**src/design/bsst_pkg.sv**
```systemverilog
// Shared constants, codes and control types for the band stretch threshold block.
package bsst_pkg;

    // Field and accumulator widths
    localparam int PIX_W    = 16;
    localparam int BAND_W   = 2;
    localparam int CNT_W    = 40;
    localparam int SUM_W    = 56;
    localparam int SQS_W    = 64;
    localparam int THR_W    = 25;
    localparam int SCALE_W  = 16;
    localparam int BC_W     = 3;
    localparam int CFG_IX_W = 1;

    // Iterative unit widths
    localparam int MUL_W    = 128;
    localparam int D_W      = 104;
    localparam int RAD_W    = 120;
    localparam int ROOT_W   = 60;
    localparam int SQ_REM_W = 62;
    localparam int SQ_CNT_W = 6;
    localparam int SQ_STEPS = 60;
    localparam int DEV_W    = 76;
    localparam int MAG_W    = 77;
    localparam int NUM_W    = 80;
    localparam int DV_W     = 57;
    localparam int DIV_CNT_W = 7;
    localparam int DIV_STEPS = 80;

    // Defaults
    localparam int DEF_BANDS      = 4;
    localparam int DEF_PIXEL_BITS = 16;
    localparam logic [SCALE_W-1:0] SCALE_RESET = 16'd640;
    localparam logic [BC_W-1:0]    BC_RESET    = 3'd1;

    localparam logic [THR_W-1:0] THR_POS_MAX = 25'd16777215;
    localparam logic [THR_W-1:0] THR_NEG_MAG = 25'd16777216;

    // Configuration register indexes
    localparam logic [CFG_IX_W-1:0] CFG_SCALE      = 1'b0;
    localparam logic [CFG_IX_W-1:0] CFG_BAND_COUNT = 1'b1;

    // Action and result kind codes
    localparam logic ACT_ACCUM  = 1'b0;
    localparam logic ACT_REPORT = 1'b1;
    localparam logic KIND_PAIR  = 1'b0;
    localparam logic KIND_ERROR = 1'b1;

    // Operand selection of the shared multiplier
    typedef enum logic [1:0] {
        MOP_NQ  = 2'd0,
        MOP_SS  = 2'd1,
        MOP_DEV = 2'd2
    } t_mul_op;

    typedef struct packed {
        logic              acc;
        logic              load_err;
        logic              mul_start;
        t_mul_op           mul_op;
        logic              sqrt_start;
        logic              div_start;
        logic              div_low;
        logic              load_pair;
        logic [BAND_W-1:0] band;
    } t_cmd;

    typedef struct packed {
        logic band_ok;
        logic band_empty;
        logic last_band;
        logic out_free;
        logic mul_done;
        logic sqrt_done;
        logic div_done;
    } t_status;

endpackage

```
**src/design/bsst_ctrl.sv**
```systemverilog
// Controller state machine: accepts items and sequences the report per band.
module bsst_ctrl
    import bsst_pkg::*;
(
    input  logic              i_clk,
    input  logic              i_rst_n,
    input  logic              i_valid,
    input  logic              i_action,
    input  logic [BAND_W-1:0] i_band,
    output logic              o_ready,
    input  t_status           i_status,
    output t_cmd              o_cmd
);

    typedef enum logic [8:0] {
        ST_IDLE    = 9'b000000001,
        ST_START   = 9'b000000010,
        ST_MUL_NQ  = 9'b000000100,
        ST_MUL_SS  = 9'b000001000,
        ST_SQRT    = 9'b000010000,
        ST_MUL_DEV = 9'b000100000,
        ST_DIV_HI  = 9'b001000000,
        ST_DIV_LO  = 9'b010000000,
        ST_EMIT    = 9'b100000000
    } t_state;

    t_state            r_state, n_state;
    logic [BAND_W-1:0] r_band, n_band;
    logic              accept;

    assign o_ready = (r_state == ST_IDLE) && i_status.out_free;
    assign accept  = i_valid && o_ready;

    // Next state and commands
    always_comb begin
        n_state = r_state;
        n_band  = r_band;
        o_cmd   = '0;
        o_cmd.mul_op = MOP_NQ;
        o_cmd.band   = (r_state == ST_IDLE) ? i_band : r_band;
        case (r_state)
            ST_IDLE: begin
                if (accept) begin
                    if (i_action == ACT_REPORT) begin
                        n_band  = '0;
                        n_state = ST_START;
                    end else if (i_status.band_ok) begin
                        o_cmd.acc = 1'b1;
                    end else begin
                        o_cmd.load_err = 1'b1;
                    end
                end
            end
            ST_START: begin
                if (i_status.band_empty) begin
                    n_state = ST_EMIT;
                end else begin
                    o_cmd.mul_start = 1'b1;
                    o_cmd.mul_op    = MOP_NQ;
                    n_state         = ST_MUL_NQ;
                end
            end
            ST_MUL_NQ: begin
                if (i_status.mul_done) begin
                    o_cmd.mul_start = 1'b1;
                    o_cmd.mul_op    = MOP_SS;
                    n_state         = ST_MUL_SS;
                end
            end
            ST_MUL_SS: begin
                if (i_status.mul_done) begin
                    o_cmd.sqrt_start = 1'b1;
                    n_state          = ST_SQRT;
                end
            end
            ST_SQRT: begin
                if (i_status.sqrt_done) begin
                    o_cmd.mul_start = 1'b1;
                    o_cmd.mul_op    = MOP_DEV;
                    n_state         = ST_MUL_DEV;
                end
            end
            ST_MUL_DEV: begin
                if (i_status.mul_done) begin
                    o_cmd.div_start = 1'b1;
                    n_state         = ST_DIV_HI;
                end
            end
            ST_DIV_HI: begin
                if (i_status.div_done) begin
                    o_cmd.div_start = 1'b1;
                    o_cmd.div_low   = 1'b1;
                    n_state         = ST_DIV_LO;
                end
            end
            ST_DIV_LO: begin
                if (i_status.div_done) begin
                    n_state = ST_EMIT;
                end
            end
            ST_EMIT: begin
                if (i_status.out_free) begin
                    o_cmd.load_pair = 1'b1;
                    if (i_status.last_band) begin
                        n_state = ST_IDLE;
                    end else begin
                        n_band  = r_band + 1'b1;
                        n_state = ST_START;
                    end
                end
            end
            default: begin
                n_state = ST_IDLE;
            end
        endcase
    end

    always_ff @(posedge i_clk) begin
        if (!i_rst_n) begin
            r_state <= ST_IDLE;
            r_band  <= '0;
        end else begin
            r_state <= n_state;
            r_band  <= n_band;
        end
    end

endmodule

```
**src/design/bsst_dp.sv**
```systemverilog
// Datapath: band accumulators, config registers, serial multiply, root and divide, result register.
module bsst_dp
    import bsst_pkg::*;
#(
    parameter int BANDS      = DEF_BANDS,
    parameter int PIXEL_BITS = DEF_PIXEL_BITS
) (
    input  logic                       i_clk,
    input  logic                       i_rst_n,
    input  logic                       i_cfg_we,
    input  logic [CFG_IX_W-1:0]        i_cfg_index,
    input  logic [SCALE_W-1:0]         i_cfg_data,
    input  logic [PIX_W-1:0]           i_pixel_value,
    input  t_cmd                       i_cmd,
    output t_status                    o_status,
    input  logic                       i_ready,
    output logic                       o_valid,
    output logic                       o_kind,
    output logic [BAND_W-1:0]          o_result_band,
    output logic signed [THR_W-1:0]    o_low_threshold,
    output logic signed [THR_W-1:0]    o_high_threshold,
    output logic                       o_empty_band,
    output logic                       o_last
);

    localparam int IW  = (BANDS > 1) ? $clog2(BANDS) : 1;
    localparam int LIM = (BANDS < 4) ? BANDS : 4;

    // Configuration
    logic [SCALE_W-1:0] r_scale;
    logic [BC_W-1:0]    r_band_count;
    logic [BC_W-1:0]    n_use;

    always_ff @(posedge i_clk) begin
        if (!i_rst_n) begin
            r_scale      <= SCALE_RESET;
            r_band_count <= BC_RESET;
        end else if (i_cfg_we) begin
            if (i_cfg_index == CFG_SCALE) begin
                r_scale <= i_cfg_data;
            end else if (i_cfg_index == CFG_BAND_COUNT) begin
                r_band_count <= i_cfg_data[BC_W-1:0];
            end
        end
    end

    // Bands in use, clamped to 1 .. LIM
    always_comb begin
        if (r_band_count == '0) begin
            n_use = BC_W'(1);
        end else if (r_band_count > BC_W'(LIM)) begin
            n_use = BC_W'(LIM);
        end else begin
            n_use = r_band_count;
        end
    end

    // Band accumulators
    logic [CNT_W-1:0] r_cnt [BANDS];
    logic [SUM_W-1:0] r_sum [BANDS];
    logic [SQS_W-1:0] r_sqs [BANDS];

    logic [IW+1:0]      band_ext;
    logic [IW-1:0]      idx;
    logic [CNT_W-1:0]   cur_n;
    logic [SUM_W-1:0]   cur_s;
    logic [SQS_W-1:0]   cur_q;
    logic [PIX_W-1:0]   pix;
    logic [2*PIX_W-1:0] pix_sq;
    logic [SUM_W:0]     sum_t;
    logic [SQS_W:0]     sqs_t;

    assign band_ext = (IW+2)'(i_cmd.band);
    assign idx      = band_ext[IW-1:0];
    assign cur_n    = r_cnt[idx];
    assign cur_s    = r_sum[idx];
    assign cur_q    = r_sqs[idx];
    assign pix      = PIX_W'(i_pixel_value[PIXEL_BITS-1:0]);
    assign pix_sq   = pix * pix;
    assign sum_t    = {1'b0, cur_s} + (SUM_W+1)'(pix);
    assign sqs_t    = {1'b0, cur_q} + (SQS_W+1)'(pix_sq);

    // Saturating update of one band; zero pixels add nothing
    always_ff @(posedge i_clk) begin
        if (!i_rst_n) begin
            for (int b = 0; b < BANDS; b++) begin
                r_cnt[b] <= '0;
                r_sum[b] <= '0;
                r_sqs[b] <= '0;
            end
        end else if (i_cmd.acc && (pix != '0)) begin
            if (cur_n != '1) begin
                r_cnt[idx] <= cur_n + 1'b1;
            end
            r_sum[idx] <= sum_t[SUM_W] ? '1 : sum_t[SUM_W-1:0];
            r_sqs[idx] <= sqs_t[SQS_W] ? '1 : sqs_t[SQS_W-1:0];
        end
    end

    // Shift-add multiplier, one multiplier bit per cycle
    logic [MUL_W-1:0] r_ma, r_mp;
    logic [SQS_W-1:0] r_mb;
    logic             r_mul_busy, r_mul_done;
    t_mul_op          r_mop;
    logic [D_W-1:0]   r_nq;
    logic [ROOT_W-1:0] r_root;

    always_ff @(posedge i_clk) begin
        if (!i_rst_n) begin
            r_mul_busy <= 1'b0;
            r_mul_done <= 1'b0;
        end else begin
            r_mul_done <= 1'b0;
            if (i_cmd.mul_start) begin
                r_mul_busy <= 1'b1;
            end else if (r_mul_busy && (r_mb == '0)) begin
                r_mul_busy <= 1'b0;
                r_mul_done <= 1'b1;
            end
        end
    end

    always_ff @(posedge i_clk) begin
        if (i_cmd.mul_start) begin
            r_mop <= i_cmd.mul_op;
            r_mp  <= '0;
            case (i_cmd.mul_op)
                MOP_NQ: begin
                    r_ma <= MUL_W'(cur_n);
                    r_mb <= cur_q;
                end
                MOP_SS: begin
                    r_ma <= MUL_W'(cur_s);
                    r_mb <= SQS_W'(cur_s);
                end
                default: begin
                    r_ma <= MUL_W'(r_root);
                    r_mb <= SQS_W'(r_scale);
                end
            endcase
        end else if (r_mul_busy && (r_mb != '0)) begin
            if (r_mb[0]) begin
                r_mp <= r_mp + r_ma;
            end
            r_ma <= r_ma << 1;
            r_mb <= r_mb >> 1;
        end
        if (r_mul_done && (r_mop == MOP_NQ)) begin
            r_nq <= r_mp[D_W-1:0];
        end
    end

    // Variance term N*Q - S*S, floored at zero
    logic [111:0] nq_ext, ss;
    logic [111:0] d_full;
    assign nq_ext = 112'(r_nq);
    assign ss     = r_mp[111:0];
    assign d_full = (nq_ext >= ss) ? (nq_ext - ss) : '0;

    // Restoring square root, two radicand bits per cycle
    logic [RAD_W-1:0]    r_rad;
    logic [SQ_REM_W-1:0] r_rem;
    logic [SQ_CNT_W-1:0] r_sq_cnt;
    logic                r_sq_busy, r_sq_done;
    logic [63:0]         sq_tmp, sq_trial;

    assign sq_tmp   = {r_rem, r_rad[RAD_W-1 -: 2]};
    assign sq_trial = {2'b00, r_root, 2'b01};

    always_ff @(posedge i_clk) begin
        if (!i_rst_n) begin
            r_sq_busy <= 1'b0;
            r_sq_done <= 1'b0;
        end else begin
            r_sq_done <= 1'b0;
            if (i_cmd.sqrt_start) begin
                r_sq_busy <= 1'b1;
            end else if (r_sq_busy && (r_sq_cnt == SQ_CNT_W'(SQ_STEPS - 1))) begin
                r_sq_busy <= 1'b0;
                r_sq_done <= 1'b1;
            end
        end
    end

    always_ff @(posedge i_clk) begin
        if (i_cmd.sqrt_start) begin
            r_rad    <= {d_full[D_W-1:0], 16'h0000};
            r_rem    <= '0;
            r_root   <= '0;
            r_sq_cnt <= '0;
        end else if (r_sq_busy) begin
            r_rad    <= r_rad << 2;
            r_sq_cnt <= r_sq_cnt + 1'b1;
            if (sq_tmp >= sq_trial) begin
                r_rem  <= SQ_REM_W'(sq_tmp - sq_trial);
                r_root <= {r_root[ROOT_W-2:0], 1'b1};
            end else begin
                r_rem  <= sq_tmp[SQ_REM_W-1:0];
                r_root <= {r_root[ROOT_W-2:0], 1'b0};
            end
        end
    end

    // Restoring divide for round(mag / den), one quotient bit per cycle
    logic [MAG_W-1:0]     base, dev, mag;
    logic                 base_ge;
    logic [NUM_W-1:0]     r_num;
    logic [DV_W-1:0]      r_dv, r_drem;
    logic [DIV_CNT_W-1:0] r_div_cnt;
    logic                 r_div_busy, r_div_done, r_neg, r_div_low;
    logic [DV_W:0]        div_tmp;

    assign base    = MAG_W'({cur_s, 16'h0000});
    assign dev     = MAG_W'(r_mp[DEV_W-1:0]);
    assign base_ge = (base >= dev);
    assign div_tmp = {r_drem, r_num[NUM_W-1]};

    always_comb begin
        if (!i_cmd.div_low) begin
            mag = base + dev;
        end else if (base_ge) begin
            mag = base - dev;
        end else begin
            mag = dev - base;
        end
    end

    always_ff @(posedge i_clk) begin
        if (!i_rst_n) begin
            r_div_busy <= 1'b0;
            r_div_done <= 1'b0;
        end else begin
            r_div_done <= 1'b0;
            if (i_cmd.div_start) begin
                r_div_busy <= 1'b1;
            end else if (r_div_busy && (r_div_cnt == DIV_CNT_W'(DIV_STEPS - 1))) begin
                r_div_busy <= 1'b0;
                r_div_done <= 1'b1;
            end
        end
    end

    always_ff @(posedge i_clk) begin
        if (i_cmd.div_start) begin
            r_num     <= (NUM_W'(mag) << 1) + NUM_W'({cur_n, 16'h0000});
            r_dv      <= {cur_n, 17'h00000};
            r_drem    <= '0;
            r_div_cnt <= '0;
            r_div_low <= i_cmd.div_low;
            r_neg     <= i_cmd.div_low && !base_ge;
        end else if (r_div_busy) begin
            r_div_cnt <= r_div_cnt + 1'b1;
            if (div_tmp >= (DV_W+1)'(r_dv)) begin
                r_drem <= DV_W'(div_tmp - (DV_W+1)'(r_dv));
                r_num  <= {r_num[NUM_W-2:0], 1'b1};
            end else begin
                r_drem <= div_tmp[DV_W-1:0];
                r_num  <= {r_num[NUM_W-2:0], 1'b0};
            end
        end
    end

    // Saturate the rounded quotient and apply the sign
    logic [THR_W-1:0] lim, sat_mag, thr_val;
    logic [THR_W-1:0] r_lo_thr, r_hi_thr;

    assign lim     = r_neg ? THR_NEG_MAG : THR_POS_MAX;
    assign sat_mag = (r_num > NUM_W'(lim)) ? lim : r_num[THR_W-1:0];
    assign thr_val = r_neg ? (~sat_mag + 1'b1) : sat_mag;

    always_ff @(posedge i_clk) begin
        if (r_div_done) begin
            if (r_div_low) begin
                r_lo_thr <= thr_val;
            end else begin
                r_hi_thr <= thr_val;
            end
        end
    end

    // Result register
    logic out_free;
    assign out_free = !o_valid || i_ready;

    always_ff @(posedge i_clk) begin
        if (!i_rst_n) begin
            o_valid <= 1'b0;
        end else if (i_cmd.load_err || i_cmd.load_pair) begin
            o_valid <= 1'b1;
        end else if (i_ready) begin
            o_valid <= 1'b0;
        end
    end

    always_ff @(posedge i_clk) begin
        if (i_cmd.load_err) begin
            o_kind           <= KIND_ERROR;
            o_result_band    <= i_cmd.band;
            o_low_threshold  <= '0;
            o_high_threshold <= '0;
            o_empty_band     <= 1'b0;
            o_last           <= 1'b1;
        end else if (i_cmd.load_pair) begin
            o_kind           <= KIND_PAIR;
            o_result_band    <= i_cmd.band;
            o_empty_band     <= (cur_n == '0);
            o_last           <= o_status.last_band;
            if (cur_n == '0) begin
                o_low_threshold  <= '0;
                o_high_threshold <= '0;
            end else begin
                o_low_threshold  <= r_lo_thr;
                o_high_threshold <= r_hi_thr;
            end
        end
    end

    // Status back to the controller
    always_comb begin
        o_status.band_ok    = ({1'b0, i_cmd.band} < n_use);
        o_status.band_empty = (cur_n == '0);
        o_status.last_band  = (({1'b0, i_cmd.band} + 1'b1) == n_use);
        o_status.out_free   = out_free;
        o_status.mul_done   = r_mul_done;
        o_status.sqrt_done  = r_sq_done;
        o_status.div_done   = r_div_done;
    end

endmodule

```
**src/design/band_stddev_stretch_thresholds.sv**
```systemverilog
// Top level of the per-band standard deviation stretch threshold block.
//
// Input channel (i_valid / o_ready): one item is a pixel to accumulate
// (action 0) or a report request (action 1). A nonzero pixel for a band
// in use is folded into that band's saturating count, sum and square sum
// in the accepting cycle, so pixels stream at one item per cycle outside a
// report. A pixel for a band not in use gives one error item and changes
// nothing. A report gives one threshold item per band in use, the last one
// flagged. Each nonempty band runs a serial shift-add multiplier (one bit
// per cycle) for N*Q and S*S, a 60-step square root, the multiplier for
// root*scale and an 80-step divider once per threshold; empty bands skip
// these. Results sit in an output register (o_valid / i_ready); while it
// is full and not taken, new results and new items wait. Synchronous
// active-low reset clears all band accumulators, restores scale = 2.5 and
// band_count = 1, and empties the output register. Configuration writes
// (i_cfg_we) take effect at once and are meant for idle periods.
module band_stddev_stretch_thresholds
    import bsst_pkg::*;
#(
    parameter int BANDS      = DEF_BANDS,
    parameter int PIXEL_BITS = DEF_PIXEL_BITS
) (
    input  logic                    i_clk,
    input  logic                    i_rst_n,
    input  logic                    i_cfg_we,
    input  logic [CFG_IX_W-1:0]     i_cfg_index,
    input  logic [SCALE_W-1:0]      i_cfg_data,
    input  logic                    i_valid,
    output logic                    o_ready,
    input  logic                    i_action,
    input  logic [BAND_W-1:0]       i_band,
    input  logic [PIX_W-1:0]        i_pixel_value,
    output logic                    o_valid,
    input  logic                    i_ready,
    output logic                    o_kind,
    output logic [BAND_W-1:0]       o_result_band,
    output logic signed [THR_W-1:0] o_low_threshold,
    output logic signed [THR_W-1:0] o_high_threshold,
    output logic                    o_empty_band,
    output logic                    o_last
);

    t_cmd    cmd;
    t_status status;

    bsst_ctrl u_ctrl (
        .i_clk    (i_clk),
        .i_rst_n  (i_rst_n),
        .i_valid  (i_valid),
        .i_action (i_action),
        .i_band   (i_band),
        .o_ready  (o_ready),
        .i_status (status),
        .o_cmd    (cmd)
    );

    bsst_dp #(
        .BANDS      (BANDS),
        .PIXEL_BITS (PIXEL_BITS)
    ) u_dp (
        .i_clk            (i_clk),
        .i_rst_n          (i_rst_n),
        .i_cfg_we         (i_cfg_we),
        .i_cfg_index      (i_cfg_index),
        .i_cfg_data       (i_cfg_data),
        .i_pixel_value    (i_pixel_value),
        .i_cmd            (cmd),
        .o_status         (status),
        .i_ready          (i_ready),
        .o_valid          (o_valid),
        .o_kind           (o_kind),
        .o_result_band    (o_result_band),
        .o_low_threshold  (o_low_threshold),
        .o_high_threshold (o_high_threshold),
        .o_empty_band     (o_empty_band),
        .o_last           (o_last)
    );

endmodule
```
**config.mk**
```make
export PLATFORM = sky130hd
export DESIGN_NAME = band_stddev_stretch_thresholds
export DESIGN_NICKNAME = d
export VERILOG_FILES = /design/src/design/bsst_pkg.sv /design/src/design/bsst_ctrl.sv /design/src/design/bsst_dp.sv /design/src/design/band_stddev_stretch_thresholds.sv
export SDC_FILE = /design/constraint.sdc
export NUM_CORES = 2
export LEC_CHECK = 0
export BUFFER_PORTS_ARGS = -buffer_cell sky130_fd_sc_hd__buf_4
export CORE_MARGIN = 10
export CORE_UTILIZATION = 57
export CTS_CLUSTER_DIAMETER = 200
export DETAILED_ROUTE_END_ITERATION = 8
export MAX_ROUTING_LAYER = met4
export PLACE_DENSITY = 0.74
export SLEW_MARGIN = 10
export SYNTH_ARGS = -nofsm -noshare
export SYNTH_HDL_FRONTEND = slang
export SYNTH_SLANG_ARGS = --single-unit
```
**constraint.sdc**
```tcl
create_clock -name i_clk -period 12.4 [get_ports i_clk]
set_input_delay 2.48 -clock i_clk [delete_from_list [all_inputs] [get_ports i_clk]]
set_output_delay 2.48 -clock i_clk [all_outputs]
set_load 0.02 [all_outputs]
```
==> results.md <==
* Outcome: completed
* Max Cap Viol at 0
* DRC at 0
* Routed vias at 97,800
* Worst Tran Pin Value at 1280 ps
* I/O pins at 98
* Final net count at 13,200
* Sequential share of the synthesized area at 40.5%
* Num CTS Buffers at 168
* Pwr dens at 307 nW/um^2
* Comb pwr share at 66.1%
* Hold WC Path Type: flip-flop to flip-flop
* Cts repair resizes at 0
* PortBufs at 97
* RSZ-0062 raised after global routing: false
* Pre-CTS WS at 408 ps
* Final setup fails at 0
* EDFF count, synth at 1,200
* Vias per cell at 6.55
* Sequential power share at 19.1%
* Leakage at 0.0486 uW
* Clock buffer depth at 3
* Gr usage total at 40.0%
* Fin. Hold Viols at 0
* Final worst slack at 885 ps
* Setup Skew at 121 ps
* Max-slew headroom at 14.5%
* Setup Crit Path Kind: input port to flip-flop
* Yosys warning total at 0
* Synth Flop Type: edfxtp_1
* TritonCTS clock tree: built
* Max Clk Rate at 86.8 MHz
* Pin count of the biggest net entering global routing at 107
* Final Slew Violations at 0
* Netlist Area Pre-Place at 109,000 sq um
* Hold_ws at 455 ps
* DPL Wire Length at 318,000 um
* Grt ovf at 0
* Crit path capture: u_dp.r_num[66]$_DFFE_PP_
* Initial antenna violation count at 32
* WL/cell at 28.3 um
* Crit Reg-Reg Startpoint: u_ctrl.r_state[8]$_SDFFE_PN0P_
* P_int at 17,300 uW
* Crit path launch: i_band[1]
* Post-DRT Antenna Nets at 0
* Asr flop ratio synth at 0%
* # Post-CTS Setup Buffers at 0
* Switching pwr at 19,000 uW
* CP arrival at 12,020 ps
* Final worst path period need at 11,510 ps
* Syn nets at 13,300
* Switching share of power at 52.4%
* Layout cell share with drive strength beyond 1 at 6.60%
* GP Congestion at 1.08
* Post-synthesis cell count at 12,300
* Clock Root Buffer: clkbuf_16
* Number of global-route vias before repair at 91,900
* Die W at 456 um
* Die H at 456 um
* Die area at 208,000 sq um
* Pwr Total at 36,300 uW
* Yosys reg bits at 1,594
* Worst setup SP type: input port
* Commonest non-fill, non-tap cells in the layout: 1,552 x nand2_1, 1,547 x nor2_1, 1,200 x edfxtp_1
* Total negative slack at 0 ps
* Cts hold-fix bufs at 0
* Initial DRC Count at 14,100
* DRT Pass-1 Iters at 9
* First-pass GRT wire length at 612,000 um
* Worst path slowest cell: nor4bb_1
* Clock transition at path regs at 60 ps
* Clock latency on the worst-skew pair at 900 ps
* Initial core utilization at 57.2%
* Most common cell after layout, fill and taps aside: nand2_1
* Area Overhead vs Synth at 9.04%
* H-tree Lvls at 4
* Crit path largest cell delay at 810 ps
* Post-Place Cells at 14,600
* Critical-path maximum fanout at 22
* Worst path required time at 12,910 ps
* Most Frequent Cell on Critical Path: buf_4
* # clock sinks at 1,594
* Final std cells w/o fill at 14,900
* Clock Power Share at 14.8%
* Syn Area/Cell at 8.81 sq um
* FF-to-FF path depth at 40
* R2R Path End: u_dp.r_num[66]$_DFFE_PP_
* Std-Cell Rows at 160
* Drt total wl at 422,000 um
* Setup crit end kind: flip-flop
* Fill count at 15,800
* R2r setup slk at 1390 ps
* Maximum VDD drop at 0.429 mV
* Core area at 190,000 sq um
* Yosys cell types at 93
* Tcrit/Tclk final at 92.9%
[state kept, by name (all words and copies together), names as in the netlist, 40 cells and up]
name / cells
u_dp.r_ma: 112
u_dp.r_mp: 112
u_dp.r_nq: 104
u_dp.r_rem: 62
u_dp.r_cnt: 160
u_dp.r_drem: 57
u_dp.r_mb: 64
u_dp.r_rad: 104
u_dp.r_dv: 40
u_dp.r_sqs: 256
u_dp.r_num: 80
u_dp.r_root: 60
u_dp.r_sum: 224
[power groups by stage]
stage / clock network, uW / registers, uW / logic [uW]
6_report: 5380 / 6940 / 24000
2_1_floorplan: 0 / 6900 / 15100
3_3_place_gp: 0 / 7000 / 22700
4_1_cts: 5390 / 6910 / 23100
3_5_place_dp: 0 / 7010 / 22900
5_1_grt: 5590 / 6960 / 25600
[critical path, delay by kind of cell]
family	cells	cell delay [ps]
buf+inv	7	1830
fa+ha+maj	2	510
xor+xnor	2	290
simple gates	12	3580
mux	1	340
compound gates	15	2950
[cell usage after synthesis, drive strengths merged, types with 93 or more instances]
cell type | count | area, sq um
xnor2 | 361 | 3160
and3 | 107 | 669
a21oi | 1060 | 5310
nor4 | 108 | 697
mux2i | 211 | 2120
nand4 | 191 | 1190
o21ai | 684 | 3420
inv | 796 | 2990
dfxtp | 394 | 7890
nand3 | 335 | 1680
fa | 203 | 4060
and2 | 159 | 995
nor2b | 93 | 582
o21bai | 112 | 841
buf | 128 | 667
nor3 | 146 | 758
nand2 | 1565 | 5880
a31oi | 131 | 820
edfxtp | 1200 | 36000
a21o | 328 | 2460
ha | 686 | 8580
xor2 | 176 | 1540
clkbuf | 522 | 1960
a211oi | 102 | 766
nor2 | 1550 | 5820
[worst min-delay path by stage]
stage               slack, ps                          from                               endpoint  cells after the start
detailed placement        440    u_dp.r_hi_thr[4]$_DFFE_PP_  u_dp.o_high_threshold[4]$_SDFFE_PP0P_                      1
global placement          440   u_dp.r_lo_thr[19]$_DFFE_PP_  u_dp.o_low_threshold[19]$_SDFFE_PP0P_                      1
global route              460    u_dp.r_lo_thr[6]$_DFFE_PP_   u_dp.o_low_threshold[6]$_SDFFE_PP0P_                      1
CTS                       450    u_dp.r_lo_thr[5]$_DFFE_PP_   u_dp.o_low_threshold[5]$_SDFFE_PP0P_                      1
floorplan                 420  u_dp.r_mul_busy$_SDFFE_PN0P_             u_dp.r_mul_done$_SDFF_PP0_                      2
finish                    460    u_dp.r_lo_thr[9]$_DFFE_PP_   u_dp.o_low_threshold[9]$_SDFFE_PP0P_                      1
[per-layer routing]
layer  part of all wire, %  GRT usage, %  vias to the layer above
met1                    39          51.4                    47100
met5                     0             -                        -
met4                   6.8          22.1                        0
li1                      -             -                    43400
met2                    42          56.7                     6036
met3                    12          11.2                     1153
[metrics by stage]
| step | area (sq um) | util [%] |
|---|---|---|
| CTS | 118000 | 62.3 |
| detailed placement | 112000 | 59.2 |
| global route | 118000 | 62.4 |
| floorplan | 109000 | - |
| global placement | 112000 | 59.2 |
| finish | 118000 | 62.4 |
[kinds of logic after synthesis]
| logic type | count (synthesis) | share of synthesized area, % |
|---|---|---|
| and+or+nand+nor | 4547 | 18.7 |
| muxes | 246 | 2.32 |
| buffers and inverters | 1449 | 5.18 |
| xor gates and xnor gates | 537 | 4.33 |
| adders and majority gates | 889 | 11.6 |
| AOI/OAI and AO/OA | 3061 | 17.4 |
| DFF | 1594 | 40.5 |
[cell type report]
class                      count  area [sq um]  share of cell area [%]
multi-input combinational   9280         59300                    50.1
clock buffer                 228          4860                    4.11
tap                         2511          3140                    2.65
clock inverter                86          1040                   0.881
sequential                  1594         43900                    37.1
timing repair buffer         389          2960                    2.50
inverter                     799          3020                    2.55
antenna                       40           100                  0.0845
No activity file was read; power rests on OpenSTA's default activity.
